===== src/hdl/pidc_pkg.sv =====
// shared types, constants and register indexes for the pid drive controller
package pidc_pkg;

   localparam int FRAC_BITS  = 8;
   localparam int VAL_W      = 16;
   localparam int ERR_W      = VAL_W + 1;
   localparam int ACC_W      = 32;
   localparam int LIMIT_W    = 31;
   localparam int DRIVE_W    = VAL_W + FRAC_BITS;
   localparam int OP_P_W     = ERR_W + 1;
   localparam int OP_D_W     = ERR_W + 2;
   localparam int PROD_P_W   = OP_P_W + VAL_W;
   localparam int PROD_I_W   = ACC_W + VAL_W;
   localparam int PROD_D_W   = OP_D_W + VAL_W;
   localparam int SUM_W      = PROD_I_W + 2;
   localparam int CSR_ADDR_W = 3;
   localparam int CSR_DATA_W = LIMIT_W;

   localparam logic MODE_INCREMENTAL = 1'b0;
   localparam logic MODE_POSITIONAL  = 1'b1;

   typedef enum logic [CSR_ADDR_W-1:0] {
      CSR_MODE,
      CSR_GAIN_P,
      CSR_GAIN_I,
      CSR_GAIN_D,
      CSR_OUT_UPPER,
      CSR_OUT_LOWER,
      CSR_INTEGRAL_LIMIT
   } csr_index_type;

   typedef struct packed {
      logic                      mode;
      logic signed [VAL_W-1:0]   gain_p;
      logic signed [VAL_W-1:0]   gain_i;
      logic signed [VAL_W-1:0]   gain_d;
      logic signed [VAL_W-1:0]   out_upper;
      logic signed [VAL_W-1:0]   out_lower;
      logic        [LIMIT_W-1:0] integral_limit;
   } cfg_type;

   typedef struct packed {
      logic                     mode;
      logic signed [OP_P_W-1:0] op_p;
      logic signed [ACC_W-1:0]  op_i;
      logic signed [OP_D_W-1:0] op_d;
   } oper_type;

endpackage


===== src/hdl/pid_controller_dual_form_unit.sv =====
// pid drive controller top level: csr bank, input stage, products, sum and clamp, output skid
//
//  channel  | dir | transfer when          | payload
//  ---------+-----+------------------------+---------------------------------------------
//  req      | in  | req_tvalid & tready    | tdata: setpoint[15:0], measured[31:16]
//  rsp      | out | rsp_tvalid & tready    | tdata: drive[15:0]; tuser: clamped
//  csr      | in  | csr_we                 | csr_addr register index, csr_wdata value
//
// one item per cycle sustained while rsp does not stall; a req reaches rsp valid via the
// input register, operand register, product register and result register
// the loops through error history, integral and last output each close in one stage
// a two-entry output buffer takes results while rsp stalls; req_tready is registered
// synchronous reset clears control, history, integral, last output and csr defaults
module pid_controller_dual_form_unit (
   input  logic        clock,
   input  logic        reset,
   input  logic        req_tvalid,
   output logic        req_tready,
   input  logic [31:0] req_tdata,   // setpoint[15:0], measured[31:16]
   output logic        rsp_tvalid,
   input  logic        rsp_tready,
   output logic [15:0] rsp_tdata,   // drive[15:0]
   output logic        rsp_tuser,   // clamped
   input  logic        csr_we,
   input  logic [pidc_pkg::CSR_ADDR_W-1:0] csr_addr,
   input  logic [pidc_pkg::CSR_DATA_W-1:0] csr_wdata
);
   import pidc_pkg::*;

   cfg_type                    cfg_ff;
   logic                       pipe_en;
   logic                       v0_ff, v1_ff, v2_ff;
   logic signed [VAL_W-1:0]    setpoint, measured;
   logic signed [ERR_W-1:0]    err0_ff;
   oper_type                   oper;
   logic                       mode2_ff;
   logic signed [PROD_P_W-1:0] prod_p_ff;
   logic signed [PROD_I_W-1:0] prod_i_ff;
   logic signed [PROD_D_W-1:0] prod_d_ff;
   logic signed [SUM_W-1:0]    sum, bound_hi, bound_lo, res;
   logic                       hit;
   logic signed [DRIVE_W-1:0]  last_drive_ff;
   logic                       produce, take;
   logic                       rsp_valid_ff, skid_valid_ff;
   logic [VAL_W-1:0]           rsp_drive_ff, skid_drive_ff, drive_in;
   logic                       rsp_clamp_ff, skid_clamp_ff;

   // configuration registers
   always_ff @(posedge clock) begin
      if (reset) begin
         cfg_ff.mode           <= MODE_POSITIONAL;
         cfg_ff.gain_p         <= '0;
         cfg_ff.gain_i         <= '0;
         cfg_ff.gain_d         <= '0;
         cfg_ff.out_upper      <= VAL_W'(10000);
         cfg_ff.out_lower      <= -VAL_W'(10000);
         cfg_ff.integral_limit <= '0;
      end else if (csr_we) begin
         case (csr_addr)
            CSR_MODE:           cfg_ff.mode           <= csr_wdata[0];
            CSR_GAIN_P:         cfg_ff.gain_p         <= csr_wdata[VAL_W-1:0];
            CSR_GAIN_I:         cfg_ff.gain_i         <= csr_wdata[VAL_W-1:0];
            CSR_GAIN_D:         cfg_ff.gain_d         <= csr_wdata[VAL_W-1:0];
            CSR_OUT_UPPER:      cfg_ff.out_upper      <= csr_wdata[VAL_W-1:0];
            CSR_OUT_LOWER:      cfg_ff.out_lower      <= csr_wdata[VAL_W-1:0];
            CSR_INTEGRAL_LIMIT: cfg_ff.integral_limit <= csr_wdata[LIMIT_W-1:0];
            default: ;
         endcase
      end
   end

   assign pipe_en    = !skid_valid_ff;
   assign req_tready = pipe_en;
   assign setpoint   = $signed(req_tdata[VAL_W-1:0]);
   assign measured   = $signed(req_tdata[2*VAL_W-1:VAL_W]);

   // pipeline valid bits
   always_ff @(posedge clock) begin
      if (reset) begin
         v0_ff <= 1'b0;
         v1_ff <= 1'b0;
         v2_ff <= 1'b0;
      end else if (pipe_en) begin
         v0_ff <= req_tvalid;
         v1_ff <= v0_ff;
         v2_ff <= v1_ff;
      end
   end

   // input register holds the error
   always_ff @(posedge clock) begin
      if (pipe_en && req_tvalid) begin
         err0_ff <= ERR_W'(setpoint) - ERR_W'(measured);
      end
   end

   pidc_update u_update (
      .clock   (clock),
      .reset   (reset),
      .step_en (pipe_en && v0_ff),
      .err_in  (err0_ff),
      .cfg     (cfg_ff),
      .oper    (oper)
   );

   // gain products
   always_ff @(posedge clock) begin
      if (pipe_en && v1_ff) begin
         mode2_ff  <= oper.mode;
         prod_p_ff <= PROD_P_W'(cfg_ff.gain_p) * PROD_P_W'(oper.op_p);
         prod_i_ff <= PROD_I_W'(cfg_ff.gain_i) * PROD_I_W'(oper.op_i);
         prod_d_ff <= PROD_D_W'(cfg_ff.gain_d) * PROD_D_W'(oper.op_d);
      end
   end

   // sum and output clamp
   always_comb begin
      sum = SUM_W'(prod_p_ff) + SUM_W'(prod_i_ff) + SUM_W'(prod_d_ff);
      if (mode2_ff == MODE_INCREMENTAL) begin
         sum = sum + SUM_W'(last_drive_ff);
      end
      bound_hi = SUM_W'(cfg_ff.out_upper) <<< FRAC_BITS;
      bound_lo = SUM_W'(cfg_ff.out_lower) <<< FRAC_BITS;
      res      = sum;
      hit      = 1'b0;
      if (res > bound_hi) begin
         res = bound_hi;
         hit = 1'b1;
      end
      if (res < bound_lo) begin
         res = bound_lo;
         hit = 1'b1;
      end
      drive_in = res[DRIVE_W-1:FRAC_BITS];
   end

   assign produce = pipe_en && v2_ff;
   assign take    = rsp_valid_ff && rsp_tready;

   always_ff @(posedge clock) begin
      if (reset) begin
         last_drive_ff <= '0;
      end else if (produce && mode2_ff == MODE_INCREMENTAL) begin
         last_drive_ff <= res[DRIVE_W-1:0];
      end
   end

   // result register and skid entry
   always_ff @(posedge clock) begin
      if (reset) begin
         rsp_valid_ff  <= 1'b0;
         skid_valid_ff <= 1'b0;
      end else if (skid_valid_ff) begin
         if (take) begin
            rsp_valid_ff  <= 1'b1;
            skid_valid_ff <= 1'b0;
         end
      end else if (produce) begin
         if (!rsp_valid_ff || take) begin
            rsp_valid_ff <= 1'b1;
         end else begin
            skid_valid_ff <= 1'b1;
         end
      end else if (take) begin
         rsp_valid_ff <= 1'b0;
      end
   end

   always_ff @(posedge clock) begin
      if (skid_valid_ff) begin
         if (take) begin
            rsp_drive_ff <= skid_drive_ff;
            rsp_clamp_ff <= skid_clamp_ff;
         end
      end else if (produce) begin
         if (!rsp_valid_ff || take) begin
            rsp_drive_ff <= drive_in;
            rsp_clamp_ff <= hit;
         end else begin
            skid_drive_ff <= drive_in;
            skid_clamp_ff <= hit;
         end
      end
   end

   assign rsp_tvalid = rsp_valid_ff;
   assign rsp_tdata  = rsp_drive_ff;
   assign rsp_tuser  = rsp_clamp_ff;

   a_skid_behind_rsp: assert property (@(posedge clock) disable iff (reset)
      skid_valid_ff |-> rsp_valid_ff)
      else $error("skid entry held without a pending result");

   a_result_lands: assert property (@(posedge clock) disable iff (reset)
      produce |=> rsp_valid_ff)
      else $error("finished result not presented");

   a_rsp_held: assert property (@(posedge clock) disable iff (reset)
      (rsp_tvalid && !rsp_tready)
      |=> (rsp_tvalid && $stable(rsp_tdata) && $stable(rsp_tuser)))
      else $error("result changed while waiting for transfer");

endmodule


===== src/hdl/pidc_update.sv =====
// error history, integral update and multiplier operand register
module pidc_update (
   input  logic                             clock,
   input  logic                             reset,
   input  logic                             step_en,
   input  logic signed [pidc_pkg::ERR_W-1:0] err_in,
   input  pidc_pkg::cfg_type                cfg,
   output pidc_pkg::oper_type               oper
);
   import pidc_pkg::*;

   localparam logic signed [ACC_W+1:0] ACC_MAX = (ACC_W+2)'(2147483647);
   localparam logic signed [ACC_W+1:0] ACC_MIN = -(ACC_W+2)'(64'sd2147483648);

   logic signed [ERR_W-1:0]  err_now_ff, err_prev_ff, err_prev2_ff;
   logic signed [ERR_W-1:0]  err_now_in, err_prev_in, err_prev2_in;
   logic signed [ACC_W-1:0]  integ_ff, integ_in;
   logic signed [ACC_W+1:0]  acc_sum, acc_clip, limit_pos;
   logic signed [OP_P_W-1:0] diff1;
   logic signed [OP_D_W-1:0] diff2;
   oper_type                 oper_ff, oper_in;

   always_comb begin
      acc_sum   = (ACC_W+2)'(integ_ff) + (ACC_W+2)'(err_in);
      limit_pos = $signed({3'b000, cfg.integral_limit});
      acc_clip  = acc_sum;
      if (acc_clip > ACC_MAX) begin
         acc_clip = ACC_MAX;
      end
      if (acc_clip < ACC_MIN) begin
         acc_clip = ACC_MIN;
      end
      if (cfg.integral_limit != '0) begin
         if (acc_clip > limit_pos) begin
            acc_clip = limit_pos;
         end
         if (acc_clip < -limit_pos) begin
            acc_clip = -limit_pos;
         end
      end

      diff1 = OP_P_W'(err_in) - OP_P_W'(err_now_ff);
      diff2 = OP_D_W'(err_in) - (OP_D_W'(err_now_ff) <<< 1) + OP_D_W'(err_prev_ff);

      err_now_in   = err_in;
      err_prev_in  = err_now_ff;
      integ_in     = integ_ff;
      err_prev2_in = err_prev2_ff;
      oper_in.mode = cfg.mode;
      if (cfg.mode == MODE_INCREMENTAL) begin
         err_prev2_in = err_prev_ff;
         oper_in.op_p = diff1;
         oper_in.op_i = ACC_W'(err_in);
         oper_in.op_d = diff2;
      end else begin
         integ_in     = (cfg.gain_i == '0) ? '0 : acc_clip[ACC_W-1:0];
         oper_in.op_p = OP_P_W'(err_in);
         oper_in.op_i = integ_in;
         oper_in.op_d = OP_D_W'(diff1);
      end
   end

   always_ff @(posedge clock) begin
      if (reset) begin
         err_now_ff   <= '0;
         err_prev_ff  <= '0;
         err_prev2_ff <= '0;
         integ_ff     <= '0;
      end else if (step_en) begin
         err_now_ff   <= err_now_in;
         err_prev_ff  <= err_prev_in;
         err_prev2_ff <= err_prev2_in;
         integ_ff     <= integ_in;
      end
   end

   always_ff @(posedge clock) begin
      if (step_en) begin
         oper_ff <= oper_in;
      end
   end

   assign oper = oper_ff;

   a_integ_cleared: assert property (@(posedge clock) disable iff (reset)
      (step_en && cfg.mode == MODE_POSITIONAL && cfg.gain_i == '0) |=> integ_ff == '0)
      else $error("integral not cleared with zero integral gain");

   a_integ_limit: assert property (@(posedge clock) disable iff (reset)
      (step_en && cfg.mode == MODE_POSITIONAL && cfg.integral_limit != '0)
      |=> ((ACC_W+2)'(integ_ff) <= $signed({3'b000, $past(cfg.integral_limit)})
           && (ACC_W+2)'(integ_ff) >= -$signed({3'b000, $past(cfg.integral_limit)})))
      else $error("integral outside its limit");

   a_hist_shift: assert property (@(posedge clock) disable iff (reset)
      (step_en && cfg.mode == MODE_INCREMENTAL) |=> err_prev2_ff == $past(err_prev_ff))
      else $error("error history not shifted");

endmodule

===== config.mk =====
export PLATFORM = sky130hd
export DESIGN_NAME = pid_controller_dual_form_unit
export DESIGN_NICKNAME = d
export VERILOG_FILES = /design/src/hdl/pidc_pkg.sv /design/src/hdl/pid_controller_dual_form_unit.sv /design/src/hdl/pidc_update.sv
export SDC_FILE = /design/constraint.sdc
export NUM_CORES = 2
export LEC_CHECK = 0
export BUFFER_PORTS_ARGS = -buffer_cell sky130_fd_sc_hd__buf_2
export CORE_UTILIZATION = 52
export DETAILED_ROUTE_END_ITERATION = 10
export PLACE_DENSITY = 0.73
export SYNTH_ARGS = -nofsm -noshare
export SYNTH_HDL_FRONTEND = slang
export SYNTH_SLANG_ARGS = --single-unit

===== constraint.sdc =====
create_clock -name clock -period 23.4 [get_ports clock]
set_clock_uncertainty 0.2 [all_clocks]
set_input_delay 1.17 -clock clock [delete_from_list [all_inputs] [get_ports clock]]
set_output_delay 1.17 -clock clock [all_outputs]
set_load 0.02 [all_outputs]

==> run_results.csv <==
group,metric,value,unit
min_path,min_path_cells,0,
floorplan,ios,90,
status,status,"finished clean",
global_route,grt_pass1_wl,325000,µm
logic_synthesis,yosysWarnings,0,
sta,layout_setup_ws,10580,ps
global_route,grt_pass1_vias,58300,
layout,n_fill_cell,12200,
critical_path,cp-end-kind,"register",
sta,max_freq,78.0,MHz
clock_network,cts_max_level,2,
drt,drtAntennaViolNets,0,
pwr,power_density,50.9,nW/µm²
pwr,leakage,32.1,nW
drt,vias,56500,
critical_path,path_delay_family,"compound AO/OA/AOI/OAI gates",
critical_path,max_stage_delay,900,ps
layout,fin_nets,9806,
logic_synthesis,synth_area_leader_cell,"fa_1",
logic_synthesis,synth_edf_count,239,
logic_synthesis,synth_area_leaders,"fa_1, ha_1, edfxtp_1",
logic_synthesis,synth_flop_cell,"edfxtp_1",
critical_path,rr_worst_depth,50,
place,dp_cells,9693,
floorplan,rows,135,
logic_synthesis,synthArstFlopShare,0,%
critical_path,path_buf_inv,2,
logic_synthesis,yosys.cell_types.count,91,
layout,multi_input_area,53600,µm²
drt,wl_per_cell,20.9,µm
sta,hold_violations,0,
logic_synthesis,synth_cells,8057,
pwr,power,3.83,mW
place,placement.io_buffers,89,
drt,routed.top_layer,"met5",
pwr,vdd_drop_max,0.0608,mV
sta,worst_pin_slew,1130,ps
clock_network,clkSinkCount,446,
drt,vias_per_cell,5.77,
drt,routed_wl,205000,µm
clock_network,postCtsSetupBuffers,0,
clock_network,path_clk_slew,70,ps
critical_path,cp.depth,50,
sta,post-route-period-util,54.8,%
layout,syn_to_final_growth,5.24,%
floorplan,die_w,373,µm
logic_synthesis,synth_nets,9898,
layout,seq_area,11300,µm²
drt,first_pass_iters,8,
logic_synthesis,ys_top_cells_by_count,"inv_1, nand2_1, fa_1",
sta,setup_violations,0,
run,cap_viol_max_count,0,
place,dp_hpwl,161000,µm
floorplan,die_h,373,µm
critical_path,cp-start-kind,"register",
sta,grt_setup_unrepaired,"no",
floorplan,start_util,52.6,%
critical_path,cp_slowest_cell,"a2111oi_0",
sta,maxSlewHeadroom,25.0,%
drt,drc,0,
drt,wl_met3,19800,µm
global_route,grt_max_degree,75,
clock_network,cts-buffers-inserted,51,
logic_synthesis,avgSynthCellArea,8.87,µm²
critical_path,path_class,"register to register",
critical_path,cpMostUsedCell,"a21oi_1",
critical_path,worstPathRequired,23570,ps
clock_network,cts_tree,"yes",
logic_synthesis,synth_most_common_cell,"inv_1",
min_path,hp-start,"u_update.oper[69]",
logic_synthesis,yosys_register_bits,446,
floorplan,die-area,139000,µm²
critical_path,crit_start,"prod_p_ff[6]",
critical_path,crit_path_max_fanout,61,
clock_network,cts_resized,0,
global_route,overflow,0,
logic_synthesis,ys_seq_area_share,15.8,%
logic_synthesis,yosysTopAreaCellShare,32.2,%
sta,final.setup.tns,0,ps
critical_path,arrival,13000,ps
sta,finalCriticalPeriod,12820,ps
sta,slew_viol_final,0,
layout,drive_gt1_share,4.21,%
layout,fin_cells,9788,
global_route,antenna_found_initial,17,
clock_network,cts_root_buf,"clkbuf_16",
logic_synthesis,syn-cell-area,71400,µm²
place,pre_cts_ws,10590,ps
floorplan,core_area,136000,µm²
clock_network,clk_path_buf_depth,3,
drt,drt-met1-wl,83900,µm
drt,drt_iter0_drc,5063,
sta,whs,233,ps
clock_network,cts_hold_repair.buffers,0,
global_route,grtUsageTotal,29.8,%
min_path,worst_hold_path_type,"register to register",
critical_path,r2r-start,"prod_p_ff[6]",
clock_network,clk_latency,640,ps
drt,dr_wl_met2,91800,µm
place,gp_congestion,0.996,
## layout by cell type, fill, tap and decap left out, types with 77 or more instances in the layout
cell	n
a21o_1	141
a21oi_1	462
and2_1	406
buf_2	88
buf_4	80
dfxtp_1	206
edfxtp_1	239
fa_1	1150
ha_1	620
inv_1	1416
nand2_1	1209
nand2b_1	113
nand3_1	78
nor2_1	352
o21ai_0	266
xnor2_1	213
xor2_1	77
## through the flow
stage                     cell area [µm²]  utilization [%]
after floorplan                     71400                -
after global placement              73600             54.2
after detailed placement            73600             54.2
after CTS                           75200             55.4
after global routing                75200             55.4
final                               75200             55.4
## metal layers
metal	global-route usage, %	up-vias
met5	0	-
met4	11.2	20
met3	5.69	525
met2	47.6	2475
met1	40.1	27900
li1	-	25500
## sequential cells by signal, summed over array words and instances, names as in the netlist, 24 cells and up
register	count
prod_p_ff	34
prod_i_ff	48
cfg_ff	80
last_drive_ff	24
u_update.integ_ff	32
u_update.oper	70
prod_d_ff	35
## area by class of cell
cell class	count	share of cell area, %
multi-input cells	5878	71.3
flip-flops and latches	446	15.1
inverters	1419	7.09
well taps	1781	2.96
clock buffers	70	1.92
repair buffers	169	1.40
clock inverters	22	0.225
diodes	3	0.00999
## power by group
part / leakage [nW] / total (mW) / internal, mW / switching (mW)
logic: 27.4 / 2.00 / 0.765 / 1.23
clock network: 0.789 / 0.800 / 0.443 / 0.356
registers: 3.93 / 1.03 / 0.911 / 0.119
## kinds of logic (layout without fill, tap and decap cells)
kind of cell / Yosys count / count (layout) / share of synthesized area, %
xor+xnor: 291 / 291 / 3.57
buf+inv: 1733 / 1680 / 9.14
compound gates: 1300 / 1300 / 11.5
flops: 446 / 446 / 15.8
simple gates: 2461 / 2461 / 16.0
mux: 56 / 56 / 0.865
fa+ha+maj: 1770 / 1770 / 43.1
other cells: 0 / 3 / 0
## path summary, 6_finish.rpt
check	to	slack [ps]
hold reg to reg	mode2_ff	230
setup reg to reg	rsp_tdata[2]	10580
hold / removal	mode2_ff	230
setup / recovery	rsp_tdata[2]	10580
(Power assumes the default switching activity.)
